File: config.mk
export PLATFORM = sky130hd
export DESIGN_NAME = traffic_row_advance_flat
export DESIGN_NICKNAME = d
export VERILOG_FILES = /design/src/hdl/tra_pkg.sv /design/src/hdl/tra_ifs.sv /design/src/hdl/tra_car_ram.sv /design/src/hdl/traffic_row_advance.sv /design/src/flat_wrapper.sv
export SDC_FILE = /design/constraint.sdc
export NUM_CORES = 1
export LEC_CHECK = 0
export BUFFER_PORTS_ARGS = -buffer_cell sky130_fd_sc_hd__buf_2
export CAP_MARGIN = 20
export CORE_MARGIN = 2
export CORE_UTILIZATION = 40
export CTS_CLUSTER_DIAMETER = 150
export DETAILED_ROUTE_END_ITERATION = 16
export SLEW_MARGIN = 15
export SYNTH_ARGS = -nofsm -noshare
export SYNTH_HDL_FRONTEND = slang
export SYNTH_SLANG_ARGS = --single-unit
File: constraint.sdc
create_clock -name i_clk -period 7.4 [get_ports i_clk]
set_clock_uncertainty 0.05 [all_clocks]
set_input_delay 1.11 -clock i_clk [delete_from_list [all_inputs] [get_ports i_clk]]
set_output_delay 1.11 -clock i_clk [all_outputs]
set_load 0.01 [all_outputs]
File: src/hdl/tra_pkg.sv
// Package for traffic_row_advance: shared types, codes and widths.
`default_nettype none

package tra_pkg;

    // Default parameter values
    localparam int MAX_CARS_DEF       = 32;
    localparam int MAX_ROW_LENGTH_DEF = 1024;

    // Field widths
    localparam int ACT_W    = 2;
    localparam int POS_W    = 10;
    localparam int IDX_W    = 5;
    localparam int COUNT_W  = 6;
    localparam int STAT_W   = 2;
    localparam int LEN_W    = 11;
    localparam int LIM_W    = 17;   // holds the largest row length limit

    localparam logic [LEN_W-1:0] ROW_LEN_RESET = LEN_W'(256);

    typedef enum logic [ACT_W-1:0] {
        ACT_APPEND = 2'd0,
        ACT_MOVE   = 2'd1,
        ACT_READ   = 2'd2
    } t_action;

    typedef enum logic [STAT_W-1:0] {
        ST_OK    = 2'd0,
        ST_FULL  = 2'd1,
        ST_RANGE = 2'd2
    } t_status;

    typedef enum logic [2:0] {
        S_IDLE,
        S_RD_WAIT,
        S_SCAN,
        S_LAST,
        S_DONE
    } t_state;

    // One stored car
    typedef struct packed {
        logic             color;
        logic [POS_W-1:0] pos;
    } t_car;

endpackage

`default_nettype wire

File: src/hdl/tra_ifs.sv
// Valid/ready channel interfaces for item and result beats.
`default_nettype none

interface tra_in_if;
    import tra_pkg::*;

    logic             valid;
    logic             ready;
    logic [ACT_W-1:0] action;
    logic [POS_W-1:0] car_position;
    logic             car_color;
    logic             move_color;
    logic [IDX_W-1:0] read_index;

    modport source (output valid, action, car_position, car_color, move_color, read_index,
                    input ready);
    modport sink   (input valid, action, car_position, car_color, move_color, read_index,
                    output ready);
endinterface

interface tra_out_if;
    import tra_pkg::*;

    logic               valid;
    logic               ready;
    logic [POS_W-1:0]   entry_position;
    logic               entry_color;
    logic [COUNT_W-1:0] car_count;
    logic               row_empty;
    logic [STAT_W-1:0]  status;

    modport source (output valid, entry_position, entry_color, car_count, row_empty, status,
                    input ready);
    modport sink   (input valid, entry_position, entry_color, car_count, row_empty, status,
                    output ready);
endinterface

`default_nettype wire

File: src/hdl/tra_car_ram.sv
// Car store RAM: one write port, one read port, registered read data.
`default_nettype none

module tra_car_ram #(
    parameter int DEPTH  = tra_pkg::MAX_CARS_DEF,
    parameter int ADDR_W = 5
) (
    input  wire                i_clk,
    input  wire                i_we,
    input  wire [ADDR_W-1:0]   i_waddr,
    input  wire tra_pkg::t_car i_wdata,
    input  wire [ADDR_W-1:0]   i_raddr,
    output tra_pkg::t_car      o_rdata
);
    import tra_pkg::*;

    t_car r_mem [DEPTH];
    t_car r_rdata;

    always_ff @(posedge i_clk) begin
        if (i_we) begin
            r_mem[i_waddr] <= i_wdata;
        end
    end

    always_ff @(posedge i_clk) begin
        r_rdata <= r_mem[i_raddr];
    end

    assign o_rdata = r_rdata;

endmodule

`default_nettype wire

File: src/hdl/traffic_row_advance.sv
// Top level: circular traffic row kept as a ring of cars in a RAM.
// Sequence: append and unused action go straight to the result stage, read waits on the
//   RAM read, move reads each stored car in turn (one RAM read per stored car, then the
//   last-car step); a move on an empty row goes straight to the result stage.
// Throughput: one item at a time; the next beat is taken once the result is in the output
//   register, even while that result still waits to be taken.
// Reset (synchronous, active low): ring empty, head at 0, row length 256, no result
//   pending. Store contents are not cleared; only entries below the count are read.
`default_nettype none

module traffic_row_advance #(
    parameter int MAX_CARS       = tra_pkg::MAX_CARS_DEF,
    parameter int MAX_ROW_LENGTH = tra_pkg::MAX_ROW_LENGTH_DEF
) (
    input  wire                       i_clk,
    input  wire                       i_rst_n,
    input  wire                       i_cfg_we,
    input  wire [tra_pkg::LEN_W-1:0]  i_cfg_wdata,
    tra_in_if.sink                    i_in,
    tra_out_if.source                 o_out
);
    import tra_pkg::*;

    localparam int PTR_W = (MAX_CARS > 1) ? $clog2(MAX_CARS) : 1;
    localparam int CNT_W = $clog2(MAX_CARS + 1);

    // (head + idx) mod MAX_CARS; both operands are below MAX_CARS
    function automatic logic [PTR_W-1:0] ring_slot(input logic [PTR_W-1:0] head,
                                                   input logic [CNT_W-1:0] idx);
        logic [PTR_W:0] sum;
        sum = {1'b0, head} + (PTR_W+1)'(idx);
        if (sum >= (PTR_W+1)'(MAX_CARS)) begin
            sum = sum - (PTR_W+1)'(MAX_CARS);
        end
        return sum[PTR_W-1:0];
    endfunction

    function automatic logic [PTR_W-1:0] slot_inc(input logic [PTR_W-1:0] s);
        logic [PTR_W-1:0] r;
        r = (s == PTR_W'(MAX_CARS - 1)) ? '0 : s + 1'b1;
        return r;
    endfunction

    function automatic logic [PTR_W-1:0] slot_dec(input logic [PTR_W-1:0] s);
        logic [PTR_W-1:0] r;
        r = (s == '0) ? PTR_W'(MAX_CARS - 1) : s - 1'b1;
        return r;
    endfunction

    // ---------------- state ----------------
    t_state             r_state, n_state;
    logic [LEN_W-1:0]   r_row_len;
    logic [CNT_W-1:0]   r_count, n_count;
    logic [PTR_W-1:0]   r_head, n_head;
    logic [CNT_W-1:0]   r_idx, n_idx;           // index of the entry arriving from RAM
    logic [PTR_W-1:0]   r_rd_slot, n_rd_slot;   // its slot
    t_car               r_prev, n_prev;         // entry one behind, waiting on its verdict
    logic [PTR_W-1:0]   r_prev_slot, n_prev_slot;
    logic [POS_W-1:0]   r_first_old, n_first_old;
    logic               r_mcol, n_mcol;

    // staged result
    logic [POS_W-1:0]   r_res_pos, n_res_pos;
    logic               r_res_col, n_res_col;
    t_status            r_res_stat, n_res_stat;

    // output register
    logic               r_out_valid, n_out_valid;
    logic [POS_W-1:0]   r_out_pos, n_out_pos;
    logic               r_out_col, n_out_col;
    logic [COUNT_W-1:0] r_out_count, n_out_count;
    logic               r_out_empty, n_out_empty;
    t_status            r_out_stat, n_out_stat;

    // RAM ports
    logic               ram_we;
    logic [PTR_W-1:0]   ram_waddr;
    t_car               ram_wdata;
    logic [PTR_W-1:0]   ram_raddr;
    t_car               ram_rdata;

    // effective row length, clamped to the configured maximum
    logic [LEN_W-1:0]   len_eff;
    logic [LEN_W+1:0]   first_plus_len;   // first car's old position + row length
    logic [LEN_W-1:0]   last_nv;          // last car's candidate position
    logic               last_step;

    tra_car_ram #(
        .DEPTH  (MAX_CARS),
        .ADDR_W (PTR_W)
    ) u_ram (
        .i_clk   (i_clk),
        .i_we    (ram_we),
        .i_waddr (ram_waddr),
        .i_wdata (ram_wdata),
        .i_raddr (ram_raddr),
        .o_rdata (ram_rdata)
    );

    assign len_eff = (LIM_W'(r_row_len) > LIM_W'(MAX_ROW_LENGTH))
                   ? LEN_W'(MAX_ROW_LENGTH) : r_row_len;

    assign first_plus_len = (LEN_W+2)'(r_first_old) + (LEN_W+2)'(len_eff);
    assign last_step = (r_prev.color == r_mcol)
                    && (((LEN_W+2)'(r_prev.pos) + 1'b1) < first_plus_len);
    assign last_nv = LEN_W'(r_prev.pos) + LEN_W'(last_step);

    // ---------------- handshakes ----------------
    assign i_in.ready           = (r_state == S_IDLE);
    assign o_out.valid          = r_out_valid;
    assign o_out.entry_position = r_out_pos;
    assign o_out.entry_color    = r_out_col;
    assign o_out.car_count      = r_out_count;
    assign o_out.row_empty      = r_out_empty;
    assign o_out.status         = r_out_stat;

    // ---------------- registers ----------------
    always_ff @(posedge i_clk) begin
        if (!i_rst_n) begin
            r_state     <= S_IDLE;
            r_row_len   <= ROW_LEN_RESET;
            r_count     <= '0;
            r_head      <= '0;
            r_out_valid <= 1'b0;
        end else begin
            r_state     <= n_state;
            r_count     <= n_count;
            r_head      <= n_head;
            r_out_valid <= n_out_valid;
            if (i_cfg_we) begin
                r_row_len <= i_cfg_wdata;
            end
        end
    end

    // payload, no reset
    always_ff @(posedge i_clk) begin
        r_idx       <= n_idx;
        r_rd_slot   <= n_rd_slot;
        r_prev      <= n_prev;
        r_prev_slot <= n_prev_slot;
        r_first_old <= n_first_old;
        r_mcol      <= n_mcol;
        r_res_pos   <= n_res_pos;
        r_res_col   <= n_res_col;
        r_res_stat  <= n_res_stat;
        r_out_pos   <= n_out_pos;
        r_out_col   <= n_out_col;
        r_out_count <= n_out_count;
        r_out_empty <= n_out_empty;
        r_out_stat  <= n_out_stat;
    end

    // ---------------- sequencer ----------------
    always_comb begin
        n_state     = r_state;
        n_count     = r_count;
        n_head      = r_head;
        n_idx       = r_idx;
        n_rd_slot   = r_rd_slot;
        n_prev      = r_prev;
        n_prev_slot = r_prev_slot;
        n_first_old = r_first_old;
        n_mcol      = r_mcol;
        n_res_pos   = r_res_pos;
        n_res_col   = r_res_col;
        n_res_stat  = r_res_stat;
        n_out_valid = r_out_valid && !o_out.ready;
        n_out_pos   = r_out_pos;
        n_out_col   = r_out_col;
        n_out_count = r_out_count;
        n_out_empty = r_out_empty;
        n_out_stat  = r_out_stat;
        ram_we      = 1'b0;
        ram_waddr   = r_prev_slot;
        ram_wdata   = r_prev;
        ram_raddr   = r_head;

        unique case (r_state)
            S_IDLE: begin
                if (t_action'(i_in.action) == ACT_READ) begin
                    ram_raddr = ring_slot(r_head, CNT_W'(i_in.read_index));
                end
                if (i_in.valid) begin
                    n_mcol     = i_in.move_color;
                    n_res_pos  = '0;
                    n_res_col  = 1'b0;
                    n_res_stat = ST_OK;
                    n_state    = S_DONE;
                    unique case (t_action'(i_in.action))
                        ACT_APPEND: begin
                            if (r_count >= CNT_W'(MAX_CARS)) begin
                                n_res_stat = ST_FULL;
                            end else begin
                                ram_we          = 1'b1;
                                ram_waddr       = ring_slot(r_head, r_count);
                                ram_wdata.pos   = i_in.car_position;
                                ram_wdata.color = i_in.car_color;
                                n_count         = r_count + 1'b1;
                            end
                        end
                        ACT_MOVE: begin
                            // empty row: nothing to do
                            if (r_count != '0) begin
                                n_idx     = '0;
                                n_rd_slot = r_head;
                                n_state   = S_SCAN;
                            end
                        end
                        ACT_READ: begin
                            if (8'(i_in.read_index) >= 8'(r_count)) begin
                                n_res_stat = ST_RANGE;
                            end else begin
                                n_state = S_RD_WAIT;
                            end
                        end
                        default: ;  // unused action code
                    endcase
                end
            end

            S_RD_WAIT: begin
                n_res_pos = ram_rdata.pos;
                n_res_col = ram_rdata.color;
                n_state   = S_DONE;
            end

            S_SCAN: begin
                // ram_rdata is entry r_idx; r_prev is entry r_idx-1 (old values)
                if (r_idx == '0) begin
                    n_first_old = ram_rdata.pos;
                end else if ((r_prev.color == r_mcol)
                          && ((LEN_W'(r_prev.pos) + 1'b1) < LEN_W'(ram_rdata.pos))) begin
                    ram_we        = 1'b1;
                    ram_waddr     = r_prev_slot;
                    ram_wdata.pos = r_prev.pos + 1'b1;
                end
                n_prev      = ram_rdata;
                n_prev_slot = r_rd_slot;
                if (CNT_W'(r_idx + 1'b1) < r_count) begin
                    ram_raddr = slot_inc(r_rd_slot);
                    n_rd_slot = slot_inc(r_rd_slot);
                    n_idx     = r_idx + 1'b1;
                end else begin
                    n_state = S_LAST;
                end
            end

            S_LAST: begin
                // last car: checked against first car's old position one lap on
                ram_we = 1'b1;
                if (last_nv >= len_eff) begin
                    // wraps to cell 0 and becomes the first entry
                    n_head          = slot_dec(r_head);
                    ram_waddr       = slot_dec(r_head);
                    ram_wdata.pos   = '0;
                    ram_wdata.color = r_prev.color;
                end else begin
                    ram_waddr     = r_prev_slot;
                    ram_wdata.pos = last_nv[POS_W-1:0];
                end
                n_state = S_DONE;
            end

            S_DONE: begin
                if (!r_out_valid || o_out.ready) begin
                    n_out_valid = 1'b1;
                    n_out_pos   = r_res_pos;
                    n_out_col   = r_res_col;
                    n_out_stat  = r_res_stat;
                    n_out_count = COUNT_W'(r_count);
                    n_out_empty = (r_count == '0);
                    n_state     = S_IDLE;
                end
            end

            default: n_state = S_IDLE;
        endcase
    end

    // ---------------- checks ----------------
    a_count_bound: assert property (@(posedge i_clk) disable iff (!i_rst_n)
        r_count <= CNT_W'(MAX_CARS))
        else $error("car count above store depth");

    a_count_only_on_accept: assert property (@(posedge i_clk) disable iff (!i_rst_n)
        (r_state != S_IDLE) |=> $stable(r_count))
        else $error("car count changed outside an append");

    a_head_only_on_wrap: assert property (@(posedge i_clk) disable iff (!i_rst_n)
        (r_state != S_LAST) |=> $stable(r_head))
        else $error("head moved outside the last-car step");

    a_scan_in_range: assert property (@(posedge i_clk) disable iff (!i_rst_n)
        (r_state == S_SCAN) |-> (r_idx < r_count))
        else $error("scan index past the car count");

    a_write_in_range: assert property (@(posedge i_clk) disable iff (!i_rst_n)
        ram_we |-> ((PTR_W+1)'(ram_waddr) < (PTR_W+1)'(MAX_CARS)))
        else $error("store write outside the ring");

endmodule

`default_nettype wire
File: src/flat_wrapper.sv
// flat-port wrapper written by rule: the top's interface ports become plain ports
module traffic_row_advance_flat import tra_pkg::*;
#(
    parameter int MAX_CARS       = tra_pkg::MAX_CARS_DEF,
    parameter int MAX_ROW_LENGTH = tra_pkg::MAX_ROW_LENGTH_DEF
)
  (i_clk, i_rst_n, i_cfg_we, i_cfg_wdata, i_in_valid, i_in_action, i_in_car_position, i_in_car_color, i_in_move_color, i_in_read_index, i_in_ready, o_out_valid, o_out_entry_position, o_out_entry_color, o_out_car_count, o_out_row_empty, o_out_status, o_out_ready);
  tra_in_if i_in_i ();
  tra_out_if o_out_i ();
  input  wire i_clk;
  input  wire i_rst_n;
  input  wire i_cfg_we;
  input  wire [tra_pkg::LEN_W-1:0] i_cfg_wdata;
  input wire logic [$bits(i_in_i.valid)-1:0] i_in_valid;
  input wire logic [$bits(i_in_i.action)-1:0] i_in_action;
  input wire logic [$bits(i_in_i.car_position)-1:0] i_in_car_position;
  input wire logic [$bits(i_in_i.car_color)-1:0] i_in_car_color;
  input wire logic [$bits(i_in_i.move_color)-1:0] i_in_move_color;
  input wire logic [$bits(i_in_i.read_index)-1:0] i_in_read_index;
  output wire logic [$bits(i_in_i.ready)-1:0] i_in_ready;
  output wire logic [$bits(o_out_i.valid)-1:0] o_out_valid;
  output wire logic [$bits(o_out_i.entry_position)-1:0] o_out_entry_position;
  output wire logic [$bits(o_out_i.entry_color)-1:0] o_out_entry_color;
  output wire logic [$bits(o_out_i.car_count)-1:0] o_out_car_count;
  output wire logic [$bits(o_out_i.row_empty)-1:0] o_out_row_empty;
  output wire logic [$bits(o_out_i.status)-1:0] o_out_status;
  input wire logic [$bits(o_out_i.ready)-1:0] o_out_ready;
  assign i_in_i.valid = i_in_valid;
  assign i_in_i.action = i_in_action;
  assign i_in_i.car_position = i_in_car_position;
  assign i_in_i.car_color = i_in_car_color;
  assign i_in_i.move_color = i_in_move_color;
  assign i_in_i.read_index = i_in_read_index;
  assign i_in_ready = i_in_i.ready;
  assign o_out_valid = o_out_i.valid;
  assign o_out_entry_position = o_out_i.entry_position;
  assign o_out_entry_color = o_out_i.entry_color;
  assign o_out_car_count = o_out_i.car_count;
  assign o_out_row_empty = o_out_i.row_empty;
  assign o_out_status = o_out_i.status;
  assign o_out_i.ready = o_out_ready;
  traffic_row_advance #(.MAX_CARS(MAX_CARS), .MAX_ROW_LENGTH(MAX_ROW_LENGTH)) u_core (.i_clk(i_clk), .i_rst_n(i_rst_n), .i_cfg_we(i_cfg_we), .i_cfg_wdata(i_cfg_wdata), .i_in(i_in_i), .o_out(o_out_i));
endmodule
# After elaboration in Yosys (flattened, before gate mapping)

Memories as Yosys holds them, arrays and structs flattened. A register that Yosys moved wholly into a read port is not among the register bits.
Index checks and enable logic that the tools add are counted.

Memories: 1
Flip-flop bits (word level): 97
Bits of input ports: 35
Output and inout port bits: 22
Word-level logic and storage cells: 136
Memory bits (writable): 352

Memory list:

| memory             | words | bits a word | rd ports | clocked after Yosys merged registers in | write ports | RTL line          | source |
|---|---|---|---|---|---|---|---|
| u_core.u_ram.r_mem | 32    | 11          | 1        | 1                                       | 1           | tra_car_ram.sv:17 | `t_car r_mem [DEPTH];` |

Add/subtract/negate cells: 13
Order comparisons: 9
Bitwise operators: 1
Eq/ne operators: 14
Reductions and logical operators: 23
Mux-type cells: 55

Operator list:

| kind                                                                | number |
|---|---|
| 5-bit two-way mux                                                   | 14 |
| 11-bit two-way mux                                                  | 4 |
| 10-bit two-way mux                                                  | 4 |
| 10-bit case mux with 3 select lines                                 | 1 |
| 5-bit case mux with 2 select lines                                  | 3 |
| 6-bit two-way mux                                                   | 4 |
| 10-bit by 1-bit adder with 11-bit output (second input constant)    | 2 |
| 10-bit case mux with 2 select lines                                 | 1 |
| 6-bit greater-or-equal comparator (second input constant)           | 3 |
| 3-bit two-way mux                                                   | 5 |
| 5-bit by 1-bit subtractor with 5-bit output (second input constant) | 3 |
| 13-bit less-than comparator                                         | 1 |
| 10-bit by 11-bit adder with 12-bit output                           | 1 |
| 6-bit by 1-bit adder with 6-bit output (second input constant)      | 2 |
| 6-bit logical NOT                                                   | 2 |
| 1-bit two-way mux                                                   | 12 |
| 3-bit case mux with 4 select lines                                  | 1 |
| 6-bit case mux with 2 select lines                                  | 1 |
| 10-bit by 1-bit adder with 11-bit output                            | 1 |
| 11-bit greater-or-equal comparator                                  | 1 |
| 11-bit > comparator (second input constant)                         | 1 |
| 11-bit by 10-bit less-than comparator with 1-bit output             | 1 |
| 10-bit by 1-bit adder with 10-bit output (second input constant)    | 1 |
| 2-bit AND reduction                                                 | 5 |
| 32 further kinds                                                    | 41 |

# Longest topological paths before layout

Gate-level depths: netlist of run 1.

Depth after elaboration: 9
Depth in mapped cells: 33
Mapped depth without buffers: 31

# Cells and area by module

From an unflattened synthesis of run 1, not the netlist that was laid out.

Cell total of the unflattened synthesis: 1461
Area total of the unflattened synthesis: 20741.1 um^2

Modules (own cells, without submodules):

| module              | cells each | times used | area each (um^2) |
|---|---|---|---|
| tra_car_ram         | 801        | 1          | 14192.4 |
| traffic_row_advance | 660        | 1          | 6548.8 |

# Worst setup path after synthesis of run 1

No wires, ideal clock.

Path kind: reg-to-reg
Start point: register u_core.r_row_len[10]
End point: memory u_core.u_ram.r_mem[16][0] (netlist bit) (enable)
Slack: 665 ps
Arrival: 6307 ps
Data required time: 6972 ps
Stages on the path, launching flop included: 32
Path buffers: 1
Setup time: 378 ps
Cell sequence: dfxtp_1 > inv_1 > clkbuf_1 > nand2_1 > inv_1 > fa_1 > a21o_1 > a21oi_1 > o21bai_1 > a21oi_1 > o21bai_1 > a21oi_1 > o21bai_1 > a21oi_1 > xnor2_1 > ha_1 > a211o_1 > o211ai_1 > ha_1 > ha_1 > nand2_1 > nor2_1 > xor2_1 > ha_1 > o21a_1 > o21a_1 > o21ai_0 > nor2b_1 > nor3_1 > a222oi_1 > nand3_1 > nor2_1

Word-level cells in the longest chain between the ends: 9

RTL lines:

| what                                      | RTL line                   | source |
|---|---|---|
| from (decl)                               | traffic_row_advance.sv:52  | `logic [LEN_W-1:0] r_row_len;` |
| from (signal assigned)                    | traffic_row_advance.sv:131 | `r_row_len <= i_cfg_wdata;` |
| 11-bit > comparator                       | traffic_row_advance.sv:100 | `assign len_eff = (LIM_W'(r_row_len) > LIM_W'(MAX_ROW_LENGTH))` |
| 11-bit two-way mux *                      | traffic_row_advance.sv:101 | `? LEN_W'(MAX_ROW_LENGTH) : r_row_len;` |
| 10-bit by 11-bit adder with 12-bit output | traffic_row_advance.sv:103 | `assign first_plus_len = (LEN_W+2)'(r_first_old) + (LEN_W+2)'(len_eff);` |
| 13-bit less-than comparator               | traffic_row_advance.sv:105 | `&& (((LEN_W+2)'(r_prev.pos) + 1'b1) < first_plus_len);` |
| 1-bit logical AND                         | traffic_row_advance.sv:105 |  |
| 10-bit by 1-bit adder with 11-bit output  | traffic_row_advance.sv:106 | `assign last_nv = LEN_W'(r_prev.pos) + LEN_W'(last_step);` |
| 11-bit greater-or-equal comparator *      | traffic_row_advance.sv:252 | `if (last_nv >= len_eff) begin` |
| 5-bit two-way mux *                       | traffic_row_advance.sv:252 |  |
| 5-bit case mux with 2 select lines *      | traffic_row_advance.sv:179 | `unique case (r_state)` |
| to (decl)                                 | tra_car_ram.sv:17          |  |

Mark *: on every way between the ends. The rest lies on a longest branch, timed or not.

# Final worst setup path of run 1

Start point: register u_core.r_row_len[10]
End point: memory u_core.u_ram.r_mem[12][7] (netlist bit) (enable)

The elaborated chain is that of the path after synthesis.

==> results.yml, run 1 <==
status:
  status: "finished, final reports clean"
clocking:
  clk_path_buf_depth: 3
  tritoncts_buffers: 50
  clk_root_buffer_cell: "clkbuf_16"
  tritoncts_num_sinks: 460
  worstSkewPairLatency_ps: 610
  cts_tree: "built"
  h_tree_levels: 2
  clkSlewWorstSetupHoldPaths_ps: 60
detailed_routing:
  routed_wl_um: 55130
  drtIter0Drc: 1226
  detail_route.wl_per_cell_um: 22.99
  drt_drc_violations_left: 0
  route.detailed.vias_per_inst: 5.629
  final_antenna_net_count: 0
  detailroute.via_count: 13500
  drt_first_pass_iters: 6
setup_path:
  slowest_delay_ps: 520
  crit_required_ps: 7630
  setup.reg_to_reg.worst_slack_ps: 550
  worst_setup_path_endpoint: "u_core.u_ram.r_mem[12][7]$_DFFE_PP_"
  critical_path_arrival_ps: 7080
  setup.worst_path.end_class: "flop"
  cp-startpoint: "u_core.r_row_len[10]$_SDFFE_PN0P_"
  timing.rr.end: "u_core.u_ram.r_mem[12][7]$_DFFE_PP_"
  critical-path-top-cell-by-count: "ha_1"
  worstPathMaxFanout: 11
  cp_slowest_cell: "or3_1"
  crit_path_start_kind: "flop"
  worstReg2RegStart: "u_core.r_row_len[10]$_SDFFE_PN0P_"
  r2r_cells: 31
  critical_path_class: "flop to flop"
finish:
  fillCellCount: 4702
  finalNonFillerCells: 2398
  antenna_diode_count: 0
  drive_above_1_share: 0.1532
  final_nets: 1778
  synthToLayoutAreaGrowth_pct: 13.73
min_path:
  min-delay-path-class: "flop to flop"
  min-delay-start: "u_core.r_res_pos[2]$_SDFFCE_PN0P_"
synthesis:
  synth_cell_types: 79
  synth.cell_area_mm2: 0.02117
  syn-num-nets: 1705
  synthArstFlopShare: 0
  ys_warn_count: 0
  synth_sequential_area_ratio: 0.6351
  postSynthCellCount: 1596
  postSynthRegisterBits: 460
  synth_top_flop_cell: "edfxtp_1"
  synth_edf_count: 423
  syn_avg_cell_area_um2: 13.26
placement:
  place.detailed.hpwl_um: 35660
  port-buffer-count: 56
  dp_cells: 2303
  gp_routability_congestion: 0.8975
  place_worst_setup_slack_ps: 37.93
global_routing:
  first_pass_grt_wire_length_um: 82100
  antenna_violations_before_repair: 0
  first_global_vias: 13380
  grt_start_max_net_pins: 69
  grt_use_total: 0.2012
  grt-ovfl-total: 0
power_and_ir_drop:
  fin_total_pwr_mw: 6.004
  cellLeakagePower_nw: 8.447
  vdd_drop_max_mv: 0.1924
  pwr_density_cell_mw_per_mm2: 249.4
floorplan:
  floorplan.io_pins: 57
  rows: 84
  start_util: 0.4036
  die_w_um: 234.0
  design.die.area_mm2: 0.05477
  die_h_um: 234.0
  core_region_area_mm2: 0.05245
sta:
  timing_hold_violations_final: 0
  tns_ps: 0
  period_minus_slack_ps: 6848
  min_setup_slack_post_route_ps: 551.7
  fin_crit_sh: 0.9255
  report.final.setup_viol: 0
  final_max_slew_viol_count: 0
  timing.max_slew.rel_slack: 0.3122
  worst-slew-pin-transition_ps: 1029
  fmax_ghz: 0.1460
flow_run:
  max_cap_viol_count: 0
state kept, by name, summed over array words and instances, names as in the netlist, 10 cells and up:
signal                       count
u_core.r_res_pos                10
u_core.r_first_old              10
u_core.r_prev                   11
u_core.u_ram.o_rdata            11
u_core.r_row_len                11
u_core.u_ram.r_mem             352
u_core.o_out.entry_position     10
cells in the final DEF (no fill, tap or decap), drive strengths merged, types with 20 or more instances in the layout:
cell type	n
edfxtp	423
buf	120
nand2	107
nand3	90
mux2i	85
a211oi	78
ha	71
clkbuf	65
nor2	64
a21oi	55
o21ai	52
inv	50
and3	43
dfxtp	37
nor2b	37
o21a	33
xnor2	32
o211ai	24
o22ai	23
a31oi	23
clkinv	20
critical path, delay by kind of cell (launching register included):
| kind | cells | cell delay, ps |
|---|---|---|
| adder cells (fa/ha/maj) | 5 | 1320 |
| AND/OR/NAND/NOR | 5 | 980 |
| XOR/XNOR | 2 | 260 |
| buffers and inverters | 4 | 560 |
| flip-flops | 1 | 390 |
| AO/OA/AOI/OAI | 15 | 2950 |
kinds of logic after synthesis:
family                     share of synthesized area
DFF                                           0.6351
and+or+nand+nor                              0.09878
AOI/OAI and AO/OA                             0.1238
buffers and inverters                        0.03346
adders and majority gates                    0.04481
muxes                                        0.04410
xor gates and xnor gates                     0.01986
final cells by class:
cell class,instances,area [um2],share of cell area
Timing Repair Buffer,120,768.2,0.03192
Tap cell,688,860.8,0.03576
Sequential cell,460,13440,0.5585
Multi-Input combinational cell,987,7123,0.2959
Inverter,50,187.7,0.007797
Clock inverter,28,340.3,0.01414
Clock buffer,65,1348,0.05598
Yosys cell counts, types with 43 or more instances:
master	n	share of area
a211oi_1	68	0.024
a21oi_1	55	0.013
and3_1	43	0.013
clkbuf_1	51	0.0090
edfxtp_1	423	0.60
ha_1	71	0.042
inv_1	48	0.0085
mux2i_1	84	0.040
nand2_1	106	0.019
nand3_1	89	0.021
nor2_1	62	0.011
o21ai_0	50	0.012
repair_timing:
item,4_1_cts,5_1_grt
pin swaps,0,3
setup buffers,0,2
hold endpoints to repair,0,0
resized for setup,1,16
hold buffers,0,0
setup endpoints to repair,36,351
where the power goes:
group | total, mW | switching [mW] | internal, mW
Combinational | 0.500 | 0.353 | 0.148
Clock | 2.54 | 1.03 | 1.50
Sequential | 2.97 | 0.0365 | 2.93
Total | 6.00 | 1.42 | 4.58
through the flow:
stage	area (um2)	hold WS [ps]	util
after floorplan	21170	350.3	-
final	24070	367.2	0.4590
after global routing	24070	371.4	0.4590
after CTS	23990	369.9	0.4574
after detailed placement	22300	354.5	0.4251
after global placement	22290	352.8	0.4250
per-layer routing:
metal	GRT usage	share of wire
met1	0.2742	0.44
met2	0.3219	0.46
met3	0.02797	0.059
met4	0.08782	0.040
met5	0	0
how the worst min path moves through the flow:
stage,end,cells after the start
CTS,u_core.o_out.entry_position[2]$_DFFE_PP_,0
finish,u_core.o_out.entry_position[2]$_DFFE_PP_,0
floorplan,u_core.o_out.entry_color$_DFFE_PP_,0
global route,u_core.o_out.status[0]$_DFFE_PP_,0
detailed placement,u_core.o_out.entry_position[2]$_DFFE_PP_,0
global placement,u_core.o_out.status[0]$_DFFE_PP_,0
Note: power is estimated with default switching activity, not from simulation.
==> run 2, diff against run 1 <==
- CTS_CLUSTER_SIZE: not set -> 14
- clock period: 7.4 -> 8.1 ns (I/O delays scaled with it)
==> results.yml, run 2 (synthesis results as in run 1) <==
detailed_routing:
  routed-wl-met3_um: 3521
  detailroute.via_count: 13410
  route.detailed.vias_per_inst: 5.693
  met2RoutedLength_um: 25480
  drt_first_pass_iters: 8
  drtIter0Drc: 1392
  top_layer_reached_by_signal_wires: "met4"
  final_antenna_net_count: 0
  routed_wl_um: 55100
  drt_drc_violations_left: 0
  detail_route.wl_per_cell_um: 23.40
  routedLengthMet1_um: 24400
clocking:
  clk_root_buffer_cell: "clkbuf_16"
  clk_path_buf_depth: 3
  tritoncts_num_sinks: 460
  tritoncts_buffers: 38
  h_tree_levels: 2
  worstSkewPairLatency_ps: 590
  cts_tree: "built"
  clkSlewWorstSetupHoldPaths_ps: 70
sta:
  fmax_ghz: 0.1297
  timing.max_slew.rel_slack: 0.3715
  rsz0062_at_grt: "yes"
  timing_hold_violations_final: 0
  fin_crit_sh: 0.9520
  report.final.setup_viol: 0
  worst-slew-pin-transition_ps: 939.2
  final_max_slew_viol_count: 0
  period_minus_slack_ps: 7711
finish:
  max_flop_register: "u_core.u_ram.r_mem"
  antenna_diode_count: 0
  fillCellCount: 4674
  layout.cells.most_common: "edfxtp_1"
  multi_input_area_mm2: 0.007069
  layout.area.seq_mm2: 0.01344
  finalNonFillerCells: 2355
  final_nets: 1755
  drive_above_1_share: 0.1248
  mostFrequentLayoutCells: "edfxtp_1 (423), nand2_1 (106), nand3_1 (89)"
  max_reg_flops: 352
  synthToLayoutAreaGrowth_pct: 10.20
  utilization: 0.4447
min_path:
  min-delay-path-class: "flop to flop"
  hold-path-cell-count: 0
  min_to: "u_core.o_out.entry_position[4]$_DFFE_PP_"
  min-delay-start: "u_core.r_res_pos[4]$_SDFFCE_PN0P_"
placement:
  port-buffer-count: 56
  place.detailed.hpwl_um: 35290
  dp_cells: 2293
  gp_routability_congestion: 0.9010
setup_path:
  slowest_delay_ps: 740
  cp_slowest_cell: "nor2_1"
  setup.worst_path.end_class: "flop"
  r2r_cells: 31
  crit_path_start_kind: "flop"
  setup.reg_to_reg.worst_slack_ps: 390
  crit_required_ps: 8250
  critical_path_class: "flop to flop"
  timing.rr.end: "u_core.u_ram.r_mem[7][2]$_DFFE_PP_"
  worstReg2RegStart: "u_core.r_row_len[10]$_SDFFE_PN0P_"
  critical_path_arrival_ps: 7860
  worstPathMaxFanout: 14
floorplan:
  core_region_area_mm2: 0.05245
  start_util: 0.4036
  design.die.area_mm2: 0.05477
  floorplan.io_pins: 57
  die_h_um: 234.0
  rows: 84
  die_w_um: 234.0
status:
  status: "finished, final reports clean"
power_and_ir_drop:
  fin_total_pwr_mw: 4.887
  vdd_drop_max_mv: 0.1345
  cellLeakagePower_nw: 8.080
  pwr_density_cell_mw_per_mm2: 209.5
global_routing:
  grt_use_total: 0.2024
  grt-ovfl-total: 0
  first_global_vias: 12990
  grt_start_max_net_pins: 72
  antenna_violations_before_repair: 0
  first_pass_grt_wire_length_um: 82260
flow_run:
  max_cap_viol_count: 0
[run 2: worst max-delay path by stage]
stage | from | to | slack (ps) | cells past startpoint
2_1_floorplan | u_core.r_row_len[10]$_SDFFE_PN0P_ | u_core.u_ram.r_mem[16][0]$_DFFE_PP_ | 1360 | 31
3_3_place_gp | u_core.r_row_len[10]$_SDFFE_PN0P_ | u_core.u_ram.r_mem[15][3]$_DFFE_PP_ | 540 | 31
3_5_place_dp | u_core.r_row_len[10]$_SDFFE_PN0P_ | u_core.u_ram.r_mem[15][3]$_DFFE_PP_ | 380 | 31
4_1_cts | u_core.r_row_len[10]$_SDFFE_PN0P_ | u_core.u_ram.r_mem[15][3]$_DFFE_PP_ | 350 | 31
5_1_grt | u_core.r_row_len[10]$_SDFFE_PN0P_ | u_core.u_ram.r_mem[7][5]$_DFFE_PP_ | -150 | 31
6_report | u_core.r_row_len[10]$_SDFFE_PN0P_ | u_core.u_ram.r_mem[7][2]$_DFFE_PP_ | 390 | 31
[run 2: stage by stage]
| step | hold WS [ps] | setup slack (ps) | TNS, ps | area, um2 |
|---|---|---|---|---|
| after floorplan | 350.3 | 1365 | 0 | 21170 |
| after global placement | 355.5 | 537.4 | 0 | 22210 |
| after detailed placement | 354.5 | 382.4 | 0 | 22220 |
| after CTS | 376.3 | 353.3 | 0 | 23310 |
| after global routing | 381.1 | -150.0 | -4563 | 23320 |
| final | 374.3 | 388.6 | 0 | 23320 |
[run 2: power breakdown]
group          internal (mW)  leakage, nW  switching, mW  total (mW)
combinational          0.133         3.43          0.317       0.449
clock                  0.881        0.518          0.847        1.73
sequential              2.68         4.13         0.0335        2.71
[run 2: timing repair]
item,in CTS,in global routing
hold buffers,0,0
resized for setup,0,4
setup endpoints to repair,0,132
setup buffers,0,1
[run 2: worst max-delay path, delay by kind of cell (launching register included)]
family / cells / cell delay (ps)
AO/OA/AOI/OAI: 14 / 2740
XOR/XNOR: 2 / 350
adder cells (fa/ha/maj): 5 / 1460
buffers and inverters: 3 / 500
flip-flops: 1 / 400
AND/OR/NAND/NOR: 7 / 1820
[run 2: metal layers]
layer / track usage / up-vias
met5: 0 / -
met4: 0.06824 / 0
met3: 0.02408 / 85
met2: 0.3241 / 504
met1: 0.2863 / 6631
li1: - / 6188
[run 2: final cells by class]
type / count / area share
Multi-Input combinational cell: 987 / 0.3031
Clock inverter: 4 / 0.002682
Tap cell: 688 / 0.03691
Inverter: 50 / 0.008047
Timing Repair Buffer: 109 / 0.02908
Clock buffer: 57 / 0.04383
Sequential cell: 460 / 0.5764
==> run 3, diff against run 2 <==
- MAX_ROUTING_LAYER: not set -> met4
- clock period: 8.1 -> 8.5 ns (I/O delays scaled with it)
==> results.yml, run 3 (synthesis results as in run 1) <==
status:
  status: "finished, final reports clean"
placement:
  postPlaceCellArea_mm2: 0.02220
  place_worst_setup_slack_ps: 712.1
  gp_routability_congestion: 0.9340
  place.detailed.hpwl_um: 34730
  dp_cells: 2290
  port-buffer-count: 56
global_routing:
  gr-usage-met2: 0.3104
  grt-ovfl-total: 0
  grt_use_met3: 0.03028
  grt_start_max_net_pins: 90
  top_usage_layer: "met2"
  use_met1: 0.2790
  first_pass_grt_wire_length_um: 81500
  first_global_vias: 13140
  antenna_violations_before_repair: 0
  grt_use_total: 0.2050
finish:
  layout.cells.most_common: "edfxtp_1"
  synthToLayoutAreaGrowth_pct: 10.25
  max_flop_register: "u_core.u_ram.r_mem"
  drive_above_1_share: 0.1227
  fillCellCount: 4638
  antenna_diode_count: 0
  mostFrequentLayoutCells: "edfxtp_1 (423), nand2_1 (106), nand3_1 (89)"
  utilization: 0.4449
  final_nets: 1752
  layout.cell_area.non_filler_mm2: 0.02333
  max_reg_flops: 352
  finalNonFillerCells: 2351
setup_path:
  r2r_cells: 32
  setup.worst_path.end_class: "flop"
  crit_required_ps: 8670
  worstPathMaxFanout: 14
  critical_path_arrival_ps: 7920
  critical_path_class: "flop to flop"
  slowest_delay_ps: 740
  crit_path_start_kind: "flop"
  cp_slowest_cell: "nor2_1"
sta:
  period_minus_slack_ps: 7752
  min_setup_slack_post_route_ps: 747.7
  rsz0062_at_grt: "no"
  fin_crit_sh: 0.9120
  timing_hold_violations_final: 0
  timing.max_slew.rel_slack: 0.3179
  tns_ps: 0
  worst-slew-pin-transition_ps: 1019
  report.final.setup_viol: 0
  fmax_ghz: 0.1290
  fin_worst_hold_slack_ps: 375.5
  final_max_slew_viol_count: 0
detailed_routing:
  drt_drc_violations_left: 0
  detail_route.wl_per_cell_um: 22.92
  final_antenna_net_count: 0
  detailroute.via_count: 13300
  routed_wl_um: 53890
  route.detailed.vias_per_inst: 5.655
  drtIter0Drc: 1367
  drt_first_pass_iters: 8
floorplan:
  rows: 84
  start_util: 0.4036
  die_h_um: 234.0
  floorplan.io_pins: 57
  die_w_um: 234.0
  design.die.area_mm2: 0.05477
  core_region_area_mm2: 0.05245
flow_run:
  max_cap_viol_count: 0
power_and_ir_drop:
  pwr_density_cell_mw_per_mm2: 199.9
  fin_total_pwr_mw: 4.665
  cellLeakagePower_nw: 8.073
  vdd_drop_max_mv: 0.1381
clocking:
  cts_tree: "built"
  worstSkewPairLatency_ps: 600
  clk_root_buffer_cell: "clkbuf_16"
  tritoncts_buffers: 38
  clk_path_buf_depth: 3
  clkSlewWorstSetupHoldPaths_ps: 80
  h_tree_levels: 2
  tritoncts_num_sinks: 460
min_path:
  hold-path-cell-count: 0
  min-delay-path-class: "flop to flop"
-- run 3: cell types whose count changed in the layout (fill, tap and decap cells not counted), sizes merged --
| cell | previous run | this run |
|---|---|---|
| buf | 109 | 106 |
| clkbuf | 57 | 56 |
| clkinv | 3 | 4 |
| inv | 51 | 50 |
-- run 3: timing repair --
action / in CTS / in global routing
resized for setup: 0 / 2
endpoints found under the setup margin: 0 / 22
buffers inserted: 0 / 0
hold endpoints to repair: 0 / 0
hold buffers: 0 / 0
-- run 3: power breakdown --
part / switching (mW) / internal (mW)
combinational: 0.296 / 0.127
clock: 0.818 / 0.842
sequential: 0.0303 / 2.55
-- run 3: path summary, 6_finish.rpt --
path                                     startpoint                                   to  slack [ps]
setup / recovery  u_core.r_row_len[10]$_SDFFE_PN0P_  u_core.u_ram.r_mem[28][2]$_DFFE_PP_         750
hold / removal       u_core.r_res_stat[0]$_DFFE_PP_     u_core.o_out.status[0]$_DFFE_PP_         380
setup reg to reg  u_core.r_row_len[10]$_SDFFE_PN0P_  u_core.u_ram.r_mem[28][2]$_DFFE_PP_         750
hold reg to reg      u_core.r_res_stat[0]$_DFFE_PP_     u_core.o_out.status[0]$_DFFE_PP_         380
-- run 3: routing by layer --
layer | wire, um | up-vias
met4 | 2011 | 0
met1 | 24260 | 6590
met3 | 3328 | 100
met2 | 24290 | 436
met5 | 0 | -
li1 | - | 6170
-- run 3: area by class of cell --
type                    instances  area, um2  share of cell area
inverters                      50      187.7            0.008043
flip-flops and latches        460      13440              0.5761
well taps                     688      860.8             0.03689
clock buffers                  56       1018             0.04365
repair buffers                106      675.6             0.02895
clock inverters                 4      83.83            0.003592
multi-input cells             987       7066              0.3028
-- run 3: worst max-delay path: cells and delay by family (launching register included) --
family / cells / cell delay, ps
xor gates and xnor gates: 2 / 360
adders and majority gates: 5 / 1440
buffers and inverters: 4 / 710
AOI/OAI and AO/OA: 14 / 2950
and+or+nand+nor: 7 / 1480
DFF: 1 / 400
